## src/rtl/ptbt_pkg.sv

```systemverilog
package ptbt_pkg;

  // Field formats
  localparam int COORD_W = 32;            // signed Q16.16 coordinate
  localparam int TFB     = 16;            // fraction bits of t
  localparam int THR_W   = 16;            // degenerate threshold width
  localparam int ACT_W   = 3;

  // Solver widths
  localparam int SW      = COORD_W + 5;   // signed width of curve coefficients
  localparam int DW      = SW - 1;        // unsigned divider operand width
  localparam int NORM_SH = 30;            // normalized magnitude limit is 2^30
  localparam int NW      = NORM_SH + 1;   // signed width after normalization
  localparam int SQ_W    = 2 * (NW + 1);  // discriminant / square root width
  localparam int SQ_STEPS = SQ_W / 2;
  localparam int RT_W    = SQ_W / 2;      // square root result width
  localparam int LP_W    = COORD_W + TFB + 2;

  localparam int DIV_CNT_W = $clog2(TFB);
  localparam int SQ_CNT_W  = $clog2(SQ_STEPS);
  localparam int CUBIC_STEPS = 6;
  localparam int QUAD_STEPS  = 3;
  localparam int STEP_W = $clog2(CUBIC_STEPS);

  // Action codes on the input channel
  localparam logic [ACT_W-1:0] ACT_MOVE  = 3'd0;
  localparam logic [ACT_W-1:0] ACT_LINE  = 3'd1;
  localparam logic [ACT_W-1:0] ACT_QUAD  = 3'd2;
  localparam logic [ACT_W-1:0] ACT_CUBIC = 3'd3;
  localparam logic [ACT_W-1:0] ACT_CLOSE = 3'd4;
  localparam logic [ACT_W-1:0] ACT_CLEAR = 3'd5;

  typedef logic signed [COORD_W-1:0] coord_t;
  typedef logic signed [SW-1:0]      sw_t;

  typedef enum logic [2:0] {
    K_MOVE, K_LINE, K_QUAD, K_CUBIC, K_CLOSE, K_CLEAR, K_NOP
  } kind_t;

  typedef struct packed {
    kind_t  kind;
    coord_t ex;
    coord_t ey;
    coord_t ax;
    coord_t ay;
    coord_t bx;
    coord_t by;
  } cmd_t;

  typedef struct packed {
    logic   known;
    coord_t lo_x;
    coord_t lo_y;
    coord_t hi_x;
    coord_t hi_y;
  } box_t;

  typedef struct packed {
    box_t box;
    logic nonempty;
    logic status;
  } res_t;

  typedef enum logic [4:0] {
    S_IDLE, S_INC_START, S_INC_END, S_SETUP, S_NORM, S_MUL1, S_MUL2, S_DISC,
    S_SQRT, S_ROOT, S_DIV_CHK, S_DIV, S_EVAL_LOAD, S_LERP_A, S_LERP_B,
    S_INC_ROOT, S_NEXT, S_FINISH, S_EMIT
  } st_t;

  // Magnitude of a signed coefficient
  function automatic logic [SW-1:0] mag(sw_t v);
    return v[SW-1] ? (~v + 1'b1) : v;
  endfunction

  // Grow the box by one point
  function automatic box_t box_add(box_t b, coord_t x, coord_t y);
    box_t n;
    n = b;
    if (!b.known) begin
      n.known = 1'b1;
      n.lo_x  = x;
      n.hi_x  = x;
      n.lo_y  = y;
      n.hi_y  = y;
    end else begin
      if ($signed(x) < $signed(b.lo_x)) n.lo_x = x;
      if ($signed(x) > $signed(b.hi_x)) n.hi_x = x;
      if ($signed(y) < $signed(b.lo_y)) n.lo_y = y;
      if ($signed(y) > $signed(b.hi_y)) n.hi_y = y;
    end
    return n;
  endfunction

  // de Casteljau schedule: point pair (i, i+1) interpolated into i
  function automatic logic [1:0] step_index(logic cubic, logic [STEP_W-1:0] step);
    logic [1:0] idx;
    idx = 2'd0;
    if (cubic) begin
      case (step)
        3'd1: idx = 2'd1;
        3'd2: idx = 2'd2;
        3'd4: idx = 2'd1;
        default: idx = 2'd0;
      endcase
    end else begin
      case (step)
        3'd1: idx = 2'd1;
        default: idx = 2'd0;
      endcase
    end
    return idx;
  endfunction

endpackage

```

## src/rtl/ptbt_if.sv

```systemverilog
// Command channel
interface ptbt_in_if import ptbt_pkg::*; ();
  logic               valid;
  logic               ready;
  logic [ACT_W-1:0]   action;
  coord_t             end_x;
  coord_t             end_y;
  coord_t             ctrl_a_x;
  coord_t             ctrl_a_y;
  coord_t             ctrl_b_x;
  coord_t             ctrl_b_y;

  modport source (output valid, action, end_x, end_y, ctrl_a_x, ctrl_a_y,
                  ctrl_b_x, ctrl_b_y, input ready);
  modport sink   (input valid, action, end_x, end_y, ctrl_a_x, ctrl_a_y,
                  ctrl_b_x, ctrl_b_y, output ready);
endinterface


```

## src/rtl/ptbt_front.sv

```systemverilog
module ptbt_front import ptbt_pkg::*; #(
  parameter int DEPTH = 2
) (
  input  logic         clk,
  input  logic         rst_n,
  ptbt_in_if.sink      in_beat,
  output logic         cmd_valid,
  output cmd_t         cmd,
  input  logic         cmd_ready
);

  localparam int PTR_W = $clog2(DEPTH);

  cmd_t               ent_r [DEPTH];
  logic [PTR_W-1:0]   wr_ptr_r, wr_ptr_nxt;
  logic [PTR_W-1:0]   rd_ptr_r, rd_ptr_nxt;
  logic [PTR_W:0]     cnt_r, cnt_nxt;
  kind_t              kind;
  cmd_t               in_cmd;
  logic               push, pop;

  // Classify the action code
  always_comb begin
    case (in_beat.action)
      ACT_MOVE:  kind = K_MOVE;
      ACT_LINE:  kind = K_LINE;
      ACT_QUAD:  kind = K_QUAD;
      ACT_CUBIC: kind = K_CUBIC;
      ACT_CLOSE: kind = K_CLOSE;
      ACT_CLEAR: kind = K_CLEAR;
      default:   kind = K_NOP;
    endcase
  end

  assign in_cmd = '{kind: kind, ex: in_beat.end_x, ey: in_beat.end_y,
                    ax: in_beat.ctrl_a_x, ay: in_beat.ctrl_a_y,
                    bx: in_beat.ctrl_b_x, by: in_beat.ctrl_b_y};

  // Command queue
  assign in_beat.ready = (cnt_r != (PTR_W + 1)'(DEPTH));
  assign push      = in_beat.valid && in_beat.ready;
  assign cmd_valid = (cnt_r != '0);
  assign pop       = cmd_valid && cmd_ready;
  assign cmd       = ent_r[rd_ptr_r];

  always_comb begin
    wr_ptr_nxt = push ? wr_ptr_r + 1'b1 : wr_ptr_r;
    rd_ptr_nxt = pop  ? rd_ptr_r + 1'b1 : rd_ptr_r;
    cnt_nxt    = cnt_r + (PTR_W + 1)'(push) - (PTR_W + 1)'(pop);
  end

  always_ff @(posedge clk) begin
    if (!rst_n) begin
      wr_ptr_r <= '0;
      rd_ptr_r <= '0;
      cnt_r    <= '0;
    end else begin
      wr_ptr_r <= wr_ptr_nxt;
      rd_ptr_r <= rd_ptr_nxt;
      cnt_r    <= cnt_nxt;
    end
  end

  always_ff @(posedge clk) begin
    if (push) ent_r[wr_ptr_r] <= in_cmd;
  end

endmodule

```

## src/flat_wrapper.sv

```systemverilog
// flat-port wrapper written by rule: the top's interface ports become plain ports
module ptbt_front_flat import ptbt_pkg::*;
#(
  parameter int DEPTH = 2
)
  (clk, rst_n, cmd_valid, cmd, cmd_ready, in_beat_valid, in_beat_action, in_beat_end_x, in_beat_end_y, in_beat_ctrl_a_x, in_beat_ctrl_a_y, in_beat_ctrl_b_x, in_beat_ctrl_b_y, in_beat_ready);
  ptbt_in_if in_beat_i ();
  input  logic clk;
  input  logic rst_n;
  output logic cmd_valid;
  output cmd_t cmd;
  input  logic cmd_ready;
  input wire logic [$bits(in_beat_i.valid)-1:0] in_beat_valid;
  input wire logic [$bits(in_beat_i.action)-1:0] in_beat_action;
  input wire logic [$bits(in_beat_i.end_x)-1:0] in_beat_end_x;
  input wire logic [$bits(in_beat_i.end_y)-1:0] in_beat_end_y;
  input wire logic [$bits(in_beat_i.ctrl_a_x)-1:0] in_beat_ctrl_a_x;
  input wire logic [$bits(in_beat_i.ctrl_a_y)-1:0] in_beat_ctrl_a_y;
  input wire logic [$bits(in_beat_i.ctrl_b_x)-1:0] in_beat_ctrl_b_x;
  input wire logic [$bits(in_beat_i.ctrl_b_y)-1:0] in_beat_ctrl_b_y;
  output wire logic [$bits(in_beat_i.ready)-1:0] in_beat_ready;
  assign in_beat_i.valid = in_beat_valid;
  assign in_beat_i.action = in_beat_action;
  assign in_beat_i.end_x = in_beat_end_x;
  assign in_beat_i.end_y = in_beat_end_y;
  assign in_beat_i.ctrl_a_x = in_beat_ctrl_a_x;
  assign in_beat_i.ctrl_a_y = in_beat_ctrl_a_y;
  assign in_beat_i.ctrl_b_x = in_beat_ctrl_b_x;
  assign in_beat_i.ctrl_b_y = in_beat_ctrl_b_y;
  assign in_beat_ready = in_beat_i.ready;
  ptbt_front #(.DEPTH(DEPTH)) u_core (.clk(clk), .rst_n(rst_n), .in_beat(in_beat_i), .cmd_valid(cmd_valid), .cmd(cmd), .cmd_ready(cmd_ready));
endmodule
```

## config.mk

```make
export PLATFORM = sky130hd
export DESIGN_NAME = ptbt_front_flat
export DESIGN_NICKNAME = d
export VERILOG_FILES = /design/src/rtl/ptbt_pkg.sv /design/src/rtl/ptbt_if.sv /design/src/rtl/ptbt_front.sv /design/src/flat_wrapper.sv
export SDC_FILE = /design/constraint.sdc
export NUM_CORES = 1
export LEC_CHECK = 0
export BUFFER_PORTS_ARGS = -buffer_cell sky130_fd_sc_hd__buf_4
export CAP_MARGIN = 10
export CORE_AREA = 2 2 173 175
export DETAILED_ROUTE_END_ITERATION = 6
export DIE_AREA = 0 0 175 177
export MAX_ROUTING_LAYER = met4
export PLACE_DENSITY = 0.76
export SLEW_MARGIN = 40
export SYNTH_ARGS = -nofsm -noshare
export SYNTH_HDL_FRONTEND = slang
export SYNTH_SLANG_ARGS = --single-unit
```

## constraint.sdc

```tcl
create_clock -name clk -period 13.8 [get_ports clk]
set_input_delay 0.69 -clock clk [delete_from_list [all_inputs] [get_ports clk]]
set_output_delay 0.69 -clock clk [all_outputs]
set_load 0.05 [all_outputs]
```

### Yosys cells after proc, flatten, opt, wreduce, memory -nomap -nowiden

Memory sizes are Yosys's and may differ from the RTL's. A register that Yosys moved wholly into a read port is not among the register bits.
Cells that the tools add are included.

* register bits: 4
* bits in latches: 0
* RAM bits: 390
* ROM bits: 0
* input bits: 199
* output and inout port bits: 197
* memories kept: 1

* add/subtract/negate cells: 4
* multiply operators: 0
* divide/modulo/power cells: 0
* $lt $le $gt $ge: 0
* eq/ne operators: 6
* shifts and indexed selects: 0
* multiplexer cells: 5
* bitwise logic cells: 0
* reduce and logical (&&, ||, !) cells: 4

Memories
* u_core.ent_r: depth 2, bits a word 195, rd ports 1, clocked after memory_dff 1, wr ports 1, RTL line ptbt_front.sv:14 `cmd_t ent_r [DEPTH];`

Operator list (number)
* $pmux W3 S6: 1
* $eq A3 B2 Y1 const B: 2
* $eq A3 B3 Y1 const B: 2
* $mux W1: 4
* $eq A3 B1 Y1 const B: 1
* $logic_not A3 Y1: 1
* $add A1 B1 Y1 const B: 2
* $add A2 B1 Y2: 1
* $logic_and A1 B1 Y1: 2
* $ne A2 B2 Y1 const B: 1
* $reduce_bool A2 Y1: 1
* $sub A2 B1 Y2: 1

### Depth between registers and ports, before layout

Gate-level depths: netlist of the first run.

* depth in word-level cells: 4
* mapped depth: 7
* gate-level depth less buffers: 7

### Worst setup path before layout of the first run

Ideal clock, no wire load.

* path type: register to register
* start point: register u_core.cnt_r[0]
* end point: memory u_core.ent_r[0][0] (netlist name), enable pin
* arrival: 9.618 ns
* data required time: 13.024 ns
* path slack: 3.406 ns
* stages on the path, launching flop included: 4
* buffers on the path: 0
* clock period less this slack: 10.394 ns
* cell sequence: dfxtp_1 -> nand2b_1 -> and2_1 -> nor2b_1

* longest elaborated chain between the ends: 4

RTL lines
* start: declaration: RTL line ptbt_front.sv:17 `logic [PTR_W:0] cnt_r, cnt_nxt;`
* start signal: assignment: RTL line ptbt_front.sv:60 `cnt_r <= cnt_nxt;`
* $ne A2 B2 Y1: RTL line ptbt_front.sv:40 `assign in_beat.ready = (cnt_r != (PTR_W + 1)'(DEPTH));`
* net in_beat_ready: RTL line flat_wrapper.sv:21 `output wire logic [$bits(in_beat_i.ready)-1:0] in_beat_ready;`
* $logic_and A1 B1 Y1: RTL line ptbt_front.sv:41 `assign push = in_beat.valid && in_beat.ready;`
* net u_core.push: RTL line ptbt_front.sv:20 `logic push, pop;`
* $mux W1: RTL line ptbt_front.sv:65 `if (push) ent_r[wr_ptr_r] <= in_cmd;`
* $mux W1 (not written as such): RTL line ptbt_front.sv:65
* end: declaration: RTL line ptbt_front.sv:14

The timed path passes the listed nets, and every way through them passes these cells.

==> results.yml, run 1 <==
finish:
  finalNetCount: 1259
  syn_to_final_growth_pct: 30.6
  drive_gt1_frac: 0.602
cts:
  cts-hold-fix-buffers: 0
  clockBufferDepth: 3
  h-tree-depth: 2
  numCtsBuffers: 40
  post_cts_buffers: 0
  clock_sinks: 395
  clk_pin_slew_ns: 0.06
  cts_resized: 0
  cts_tree: "built"
  clock-root-buffer: "clkbuf_16"
  clk_latency_ns: 0.51
floorplan:
  dieArea_um2: 31000
  num_rows: 63
  dieHeight_um: 177
  initial_utilization: 0.511
  core_area_um2: 29200
  ios: 396
  die_x_um: 175
setup_path:
  r2r_cells: 6
  required_ns: 13.11
  cp.arrival_ns: 3.15
  end_kind: "primary output"
  worstPathMaxFanout: 64
  cp-start-kind: "register"
  crit_type: "register to primary output"
synth:
  synth_commonest_cells: "edfxtp_1 (390), mux2_4 (150), mux2_2 (45)"
  synthesis.instances: 635
  async_flop_share: 0
  avgSynthCellArea_um2: 23.5
  synthMostInstantiatedCell: "edfxtp_1"
  synth_cell_types: 20
  synthSimpleGateAreaFrac: 0.00460
  yosys.area_share.xor_xnor: 0.00176
  yosys.area.top_type: "edfxtp_1"
  synth-edff-count: 390
  synth_top_family_by_area: "multiplexers"
  synth_nets: 836
  synthMuxAreaShare: 0.185
  synthAdderAreaFrac: 0.00167
  synthFlopType: "edfxtp_1"
  yosysTopAreaCellShare: 0.783
  netlist_area_um2: 14900
  ys.warnings.count: 0
  synth-compound-area-share: 0.00134
  synth.area.top_cells: "edfxtp_1 (78%), mux2_4 (15%), mux2_2 (3.4%)"
  synth-seq-cells: 395
  ys_seq_area_frac: 0.790
drt:
  vias: 7419
  drcViolationCount: 0
  detail_route.iter0.violations: 501
  vias_per_cell: 5.03
  ant_nets: 0
  drt_wl_total_mm: 30.3
  drt_first_pass_iters: 4
  routedWlPerCell_um: 20.5
grt:
  antenna_found_initial: 1
  overflow: 0
  grt_pass1_vias: 7635
  gr-usage-met2: 0.322
  gr-usage-met3: 0.0490
  top_usage_layer: "met2"
  grt_usage: 0.194
  grt_util_met1: 0.220
  grt_max_degree: 80
  grt_pass1_wl_mm: 43.6
place:
  gp_congestion: 0.809
  hpwl_mm: 20.7
  port_buffers: 395
  place_ws_ns: 10.45
job:
  cap_violations: 0
timing:
  tns_ns: 0
  period_share: 0.278
  rsz0062_at_grt: "no"
  slew_headroom: 0.464
  fin_skew_ns: 0.0180
  setup_viol: 0
  period_needed_ns: 3.84
  worst_pin_slew_ns: 0.804
  slew_viol_final: 0
  timing.fmax_mhz: 261
  hold_violations: 0
  finalWorstSetupSlack_ns: 9.96
pwr:
  power.leakage_nw: 7.54
  power.density_nw_per_um2: 220
  vdd_ir_drop_max_uv: 149
run_status:
  status: "completed"
min_path:
  hp-class: "input port to register"
  hold_depth: 1
cell usage in the layout, fill, tap and decap left out:
master and instances:
a21boi_0 1, and2_1 3, and3_4 1, buf_12 2
buf_4 397, buf_6 6, bufinv_16 3, clkbuf_1 5
clkbuf_16 41, clkinv_1 14, clkinv_2 5, dfxtp_1 4
dfxtp_4 1, diode_2 1, edfxtp_1 390, ha_1 2
inv_1 2, mux2_2 45, mux2_4 150, nand2_1 1
nand2b_1 1, nand4b_1 1, nor2b_1 2, nor2b_4 1
o21a_1 1, o21ai_0 1, or2_2 1, xnor2_1 3
path summary, 6_finish.rpt:
path	endpoint	from	slack (ns)
min reg2reg	u_core.wr_ptr_r	u_core.wr_ptr_r	0.54
max reg2reg	u_core.ent_r[0][83]	u_core.cnt_r[0]	11.18
min	u_core.ent_r[1][177]	in_beat_end_x[17]	0.36
max	cmd[178]	register	9.96
cell families (layout without fill, tap and decap cells):
logic type,after synthesis,count (layout)
flip-flops,395,395
multiplexers,195,195
buffers and inverters,26,475
AND/OR/NAND/NOR,11,11
AO/OA/AOI/OAI,3,3
XOR/XNOR,3,3
adder cells (fa/ha/maj),2,2
other,0,1
sequential cells by signal, summed over array words and instances (netlist names), named ones only:
register and flops:
u_core.ent_r 390, u_core.cnt_r 2, u_core.rd_ptr_r 1, u_core.wr_ptr_r 1
per-layer routing:
metal	share of wire	wire length, µm
met1	0.37	11200
met5	0	0
met3	0.070	2130
met2	0.51	15600
met4	0.046	1390
metrics by stage:
stage | instance area, µm² | power (mW) | hold slack [ns] | util | cells
3_5_place_dp | 18300 | 3.33 | 0.530 | 0.626 | 1406
3_3_place_gp | 18200 | 3.31 | 0.506 | 0.624 | 1404
4_1_cts | 19500 | 4.34 | 0.332 | 0.667 | 1474
6_report | 19500 | 4.30 | 0.356 | 0.668 | 1475
5_1_grt | 19500 | 4.44 | 0.333 | 0.668 | 1475
2_1_floorplan | 14900 | 2.93 | 0.453 | - | 635
worst max-delay path, cell delays in order, from the launching register on:
cell     delay [ns]
dfxtp_4        0.60
buf_6          0.62
buf_4          0.74
mux2_2         0.41
buf_4          0.19
area by class of cell:
cell class	instances	area [µm²]
clock buffer	46	1040
sequential	395	11800
fill	1956	9720
timing repair buffer	405	3090
tap	390	488
antenna	1	2.50
clock inverter	22	168
multi-input combinational	214	2910
inverter	2	7.51
power breakdown:
group	internal, mW	switching, mW
clock	0.593	0.411
sequential	1.53	0.0579
combinational	0.615	1.10
total	2.73	1.57
Note: power is estimated with default switching activity, not from simulation.
==> run 2, diff against run 1 <==
==> constraint.sdc (replaced) <==
create_clock -name clk -period 3.55 [get_ports clk]
set_input_delay 0.1775 -clock clk [delete_from_list [all_inputs] [get_ports clk]]
set_output_delay 0.1775 -clock clk [all_outputs]
set_load 0.05 [all_outputs]
==> run 2 against run 1 <==
  * Via count grew 9.6%
  * First-iteration DRC count shrank 1.0%
  * Power grew to 4.0 times the previous value
  * Global-route usage grew 2.2 points
  * Final cell count grew 14%
  * Non-clock buffer count grew 201
  * Cell area grew 11%
  * Critical endpoint is now cmd[14]
  * Largest cell class unchanged
  * Largest power group unchanged
==> results.yml, run 2 (same netlist as run 1, synthesis figures left out) <==
run_status:
  status: "completed"
place:
  gp_congestion: 0.766
  hpwl_mm: 20.2
  place_ws_ns: 1.47
  port_buffers: 395
  dpl_cell_area_um2: 18400
pwr:
  total_power_mw: 17.1
  power.leakage_nw: 8.42
  vdd_ir_drop_max_uv: 586
  power.density_nw_per_um2: 791
cts:
  clk_latency_ns: 0.51
  h-tree-depth: 2
  numCtsBuffers: 40
  cts_tree: "built"
  clock-root-buffer: "clkbuf_16"
  clockBufferDepth: 3
  post_cts_buffers: 0
  clock_sinks: 395
  cts-hold-fix-buffers: 196
  clk_pin_slew_ns: 0.06
  cts_resized: 0
floorplan:
  core_area_um2: 29200
  dieHeight_um: 177
  initial_utilization: 0.511
  num_rows: 63
  die_x_um: 175
  dieArea_um2: 31000
  ios: 396
timing:
  period_share: 0.694
  setup_viol: 0
  rsz0062_at_grt: "no"
  slew_viol_final: 0
  worst_pin_slew_ns: 0.735
  slew_headroom: 0.509
  hold_violations: 0
  period_needed_ns: 2.47
  fin_skew_ns: 0.00577
  timing.fmax_mhz: 406
  tns_ns: 0
  finalWorstSetupSlack_ns: 1.08
finish:
  regMostFlops: "u_core.ent_r"
  top_regs: "u_core.ent_r: 390 flops, u_core.cnt_r: 2 flops"
  fillers: 1612
  syn_to_final_growth_pct: 44.6
  final_common_cell: "buf_4"
  largest_reg_flops: 390
  drive_gt1_frac: 0.516
  most-common-layout-cells: "buf_4 (402), edfxtp_1 (390), dlygate4sd3_1 (196)"
  finalNetCount: 1460
  fin_area_um2: 21600
min_path:
  hold_end: "u_core.ent_r[1][192]"
  hold_depth: 2
  hp-class: "input port to register"
  hold_start: "in_beat_action[0]"
grt:
  grt_pass1_wl_mm: 49.0
  grt_usage: 0.216
  overflow: 0
  grt_max_degree: 117
  antenna_found_initial: 4
  grt_pass1_vias: 8720
drt:
  routedWlPerCell_um: 20.0
  vias_per_cell: 4.84
  drcViolationCount: 0
  ant_nets: 0
  vias: 8131
  detail_route.iter0.violations: 496
  drt_wl_total_mm: 33.6
  drt_first_pass_iters: 5
setup_path:
  r2r_setup_slack_ns: 1.50
  cp.arrival_ns: 2.29
  crit_type: "register to primary output"
  required_ns: 3.37
  r2r_cells: 4
  worstPathMaxFanout: 38
  cp-start-kind: "register"
  rr_endpoint: "u_core.ent_r[0][112]"
  end_kind: "primary output"
  r2r-start: "u_core.cnt_r[0]"
job:
  cap_violations: 0
run 2: worst max path at each step:
stage,startpoint,endpoint,slack [ns]
global placement,register,cmd[183],1.46
floorplan,u_core.cnt_r[0],u_core.ent_r[0][0],-0.53
CTS,register,cmd[14],1.05
finish,register,cmd[14],1.08
global route,register,cmd[14],0.98
detailed placement,u_core.cnt_r[0],u_core.ent_r[0][131],1.47
run 2: per-layer routing:
metal / track usage / wire, µm / up-vias
li1: - / - / 3775
met1: 0.244 / 12600 / 3965
met2: 0.376 / 17800 / 306
met3: 0.0442 / 1910 / 85
met4: 0.0889 / 1270 / 0
met5: - / 0 / -
run 2: final cells by class:
cell class | instances | area, µm² | area share
diodes | 4 | 10.0 | 0.000463
clock buffers | 52 | 1080 | 0.0498
clock inverters | 17 | 155 | 0.00718
inverters | 2 | 7.51 | 0.000347
multi-input cells | 214 | 2920 | 0.135
flip-flops and latches | 395 | 11800 | 0.547
well taps | 390 | 488 | 0.0226
repair buffers | 606 | 5140 | 0.238
run 2: critical path, stage by stage, from the launching register on:
cell and delay, ns:
dfxtp_4 0.55, buf_12 0.28, buf_12 0.30, mux2_2 0.41, buf_4 0.20
run 2: where the power goes:
| group | switching, mW | internal, mW | total, mW | leakage [nW] |
|---|---|---|---|---|
| combinational | 4.39 | 2.59 | 6.98 | 4.13 |
| clock | 1.62 | 2.35 | 3.97 | 0.606 |
| sequential | 0.227 | 5.93 | 6.16 | 3.68 |
| total | 6.23 | 10.9 | 17.1 | 8.42 |
run 2: through the flow:
step / hold slack, ns / std cells / util
after floorplan: 0.276 / 635 / -
after global placement: 0.362 / 1410 / 0.629
after detailed placement: 0.365 / 1411 / 0.630
after CTS: 0.0573 / 1676 / 0.739
after global routing: 0.0912 / 1680 / 0.739
final: 0.102 / 1680 / 0.739
==> run 3, diff against run 2 <==
--- a/config.mk
+++ b/config.mk
@@ -5,13 +5,14 @@
 export SDC_FILE = /design/constraint.sdc
 export NUM_CORES = 1
 export LEC_CHECK = 0
+export ABC_AREA = 1
 export BUFFER_PORTS_ARGS = -buffer_cell sky130_fd_sc_hd__buf_4
 export CAP_MARGIN = 10
-export CORE_AREA = 2 2 173 175
+export CORE_AREA = 2 2 182 184
 export DETAILED_ROUTE_END_ITERATION = 6
-export DIE_AREA = 0 0 175 177
+export DIE_AREA = 0 0 184 186
 export MAX_ROUTING_LAYER = met4
-export PLACE_DENSITY = 0.76
+export PLACE_DENSITY = 0.72
 export SLEW_MARGIN = 40
 export SYNTH_ARGS = -nofsm -noshare
 export SYNTH_HDL_FRONTEND = slang
==> constraint.sdc (replaced) <==
create_clock -name clk -period 2.1 [get_ports clk]
set_input_delay 0.105 -clock clk [delete_from_list [all_inputs] [get_ports clk]]
set_output_delay 0.105 -clock clk [all_outputs]
set_load 0.05 [all_outputs]
==> run 3 against run 2 <==
  * Synthesized cell count is 2.0% higher
  * First-iteration DRC count fell by 2.2%
  * Critical path depth is the same
  * Highest routed layer unchanged
  * Sequential share of layout area is 0.54 points lower
  * Largest cell class unchanged
  * Largest power group unchanged
  * Hold slack gained 0.21 ns
  * Via count is 2.0% higher
  * Routed wire length shrank 1.6%
  * Register-to-register slack worse by 0.96 ns
  * Clock skew rose by 0.0063 ns
  * Power rose by 63%
==> results.yml, run 3 <==
cts:
  clockBufferDepth: 3
  numCtsBuffers: 40
  clock-root-buffer: "clkbuf_16"
  post_cts_buffers: 0
  clock_sinks: 395
  h-tree-depth: 2
  cts_tree: "built"
  clk_pin_slew_ns: 0.06
  clk_latency_ns: 0.52
timing:
  slew_viol_final: 0
  period_needed_ns: 2.02
  fin_skew_ns: 0.0121
  worst_pin_slew_ns: 0.568
  finalWorstSetupSlack_ns: 0.0754
  setup_viol: 0
  rsz0062_at_grt: "no"
  slew_headroom: 0.622
  timing.fmax_mhz: 494
  hold_violations: 0
  period_share: 0.964
  tns_ns: 0
  whs_ns: 0.316
synth:
  synthMostInstantiatedCell: "edfxtp_1"
  avgSynthCellArea_um2: 23.1
  synthFlopType: "edfxtp_1"
  yosys.area.top_type: "edfxtp_1"
  synthSimpleGateAreaFrac: 0.00527
  yosys.area_share.xor_xnor: 0
  async_flop_share: 0
  synth-compound-area-share: 0.00117
  synth-seq-cells: 395
  synthesis.instances: 648
  yosysTopAreaCellShare: 0.783
  synth.area.top_cells: "edfxtp_1 (78%), mux2_4 (15%), mux2_2 (3.4%)"
  synth_cell_types: 14
  synth-edff-count: 390
  synthMuxAreaShare: 0.184
  synth_nets: 849
  ys.warnings.count: 0
  netlist_area_um2: 15000
  synth_top_family_by_area: "multiplexers"
  synth_commonest_cells: "edfxtp_1 (390), mux2_4 (150), mux2_2 (45)"
  synthAdderAreaFrac: 0.00167
  ys_seq_area_frac: 0.790
finish:
  fin_area_um2: 21800
  regMostFlops: "u_core.ent_r"
  fillers: 2039
  top_regs: "u_core.ent_r: 390 flops, u_core.cnt_r: 2 flops"
  most-common-layout-cells: "buf_4 (401), edfxtp_1 (390), dlygate4sd3_1 (198)"
  final_common_cell: "buf_4"
  drive_gt1_frac: 0.516
  finalNetCount: 1480
  largest_reg_flops: 390
  syn_to_final_growth_pct: 46.0
grt:
  grt_usage: 0.188
  grt_pass1_wl_mm: 47.6
  overflow: 0
  grt_max_degree: 89
  antenna_found_initial: 2
  grt_pass1_vias: 8634
job:
  cap_violations: 0
setup_path:
  cp-start-kind: "register"
  end_kind: "primary output"
  crit_path_max_incr_delay_ns: 0.37
  cp_slowest_cell: "dfxtp_4"
  cp.arrival_ns: 1.92
  required_ns: 2.00
  worstPathMaxFanout: 18
  critPathMostFrequentCell: "buf_4"
  crit_type: "register to primary output"
  crit_chain: "buf_12, buf_4, mux2_2, buf_4"
drt:
  routedWlPerCell_um: 19.3
  vias_per_cell: 4.84
  detail_route.iter0.violations: 485
  ant_nets: 0
  drt_wl_total_mm: 33.0
  drt_first_pass_iters: 4
  drcViolationCount: 0
  vias: 8296
place:
  dpl_cell_area_um2: 18500
  place_ws_ns: 0.534
  port_buffers: 395
  hpwl_mm: 20.5
  gp_congestion: 0.811
pwr:
  power.density_nw_per_um2: 1280
  power.leakage_nw: 8.52
  vdd_ir_drop_max_uv: 801
floorplan:
  dieArea_um2: 34200
  num_rows: 66
  ios: 396
  die_x_um: 184
  dieHeight_um: 186
  core_area_um2: 32200
  initial_utilization: 0.464
min_path:
  hp-class: "input port to register"
run_status:
  status: "completed"
==> run 3: what timing repair did <==
item,in CTS,in global routing
gates resized for setup,1,1
hold buffers,198,0
hold endpoints to repair,395,0
gates cloned,0,2
endpoints found under the setup margin,2,38
==> run 3: logic make-up (layout without fill, tap and decap cells) <==
group / after synthesis / in the layout
multiplexers: 195 / 195
AND/OR/NAND/NOR: 20 / 20
AO/OA/AOI/OAI: 3 / 3
adder cells (fa/ha/maj): 2 / 2
buffers and inverters: 33 / 690
flip-flops: 395 / 395
other: 0 / 2
==> run 3: area by class of cell <==
class                           count  area [µm²]  share of cell area
Antenna cell                        2        5.00            0.000229
Clock buffer                       47        1050              0.0480
Clock inverter                     21         189             0.00865
Inverter                            9        40.0             0.00183
Multi-Input combinational cell    220        2920               0.134
Sequential cell                   395       11800               0.541
Tap cell                          408         510              0.0234
Timing Repair Buffer              613        5300               0.243
==> run 3: where the power goes <==
part	internal, mW	leakage, nW	total (mW)	switching (mW)
combinational	4.00	4.24	10.8	6.79
clock	3.93	0.595	6.72	2.79
sequential	10.1	3.68	10.4	0.312
==> run 3: final timing paths <==
check	start	end	slack (ns)	cells past startpoint
setup / recovery	register	cmd[7]	0.08	4
hold / removal	in_beat_end_x[28]	u_core.ent_r[1][188]	0.32	2
setup reg to reg	u_core.cnt_r[0]	u_core.ent_r[1][143]	0.54	5
hold reg to reg	u_core.rd_ptr_r	u_core.rd_ptr_r	0.52	2
==> run 3: per-layer routing <==
layer  vias up  wire, µm  track usage
met5         -         0            -
met4         0       922       0.0669
met3        58      1970       0.0425
met2       314     17600        0.334
met1      4111     12500        0.209
li1       3813         -            -
==> run 3: worst max-delay path: cells and delay by family, from the launching register on <==
kind / cells / cell delay [ns]
buffers and inverters: 3 / 0.64
multiplexers: 1 / 0.37
flip-flops: 1 / 0.37
==> run 3: metrics by stage <==
stage,power [mW],utilization,std cells
2_1_floorplan,18.2,-,648
3_3_place_gp,20.9,0.576,1445
3_5_place_dp,21.0,0.576,1445
4_1_cts,28.0,0.676,1711
5_1_grt,28.9,0.678,1715
6_report,27.9,0.678,1715
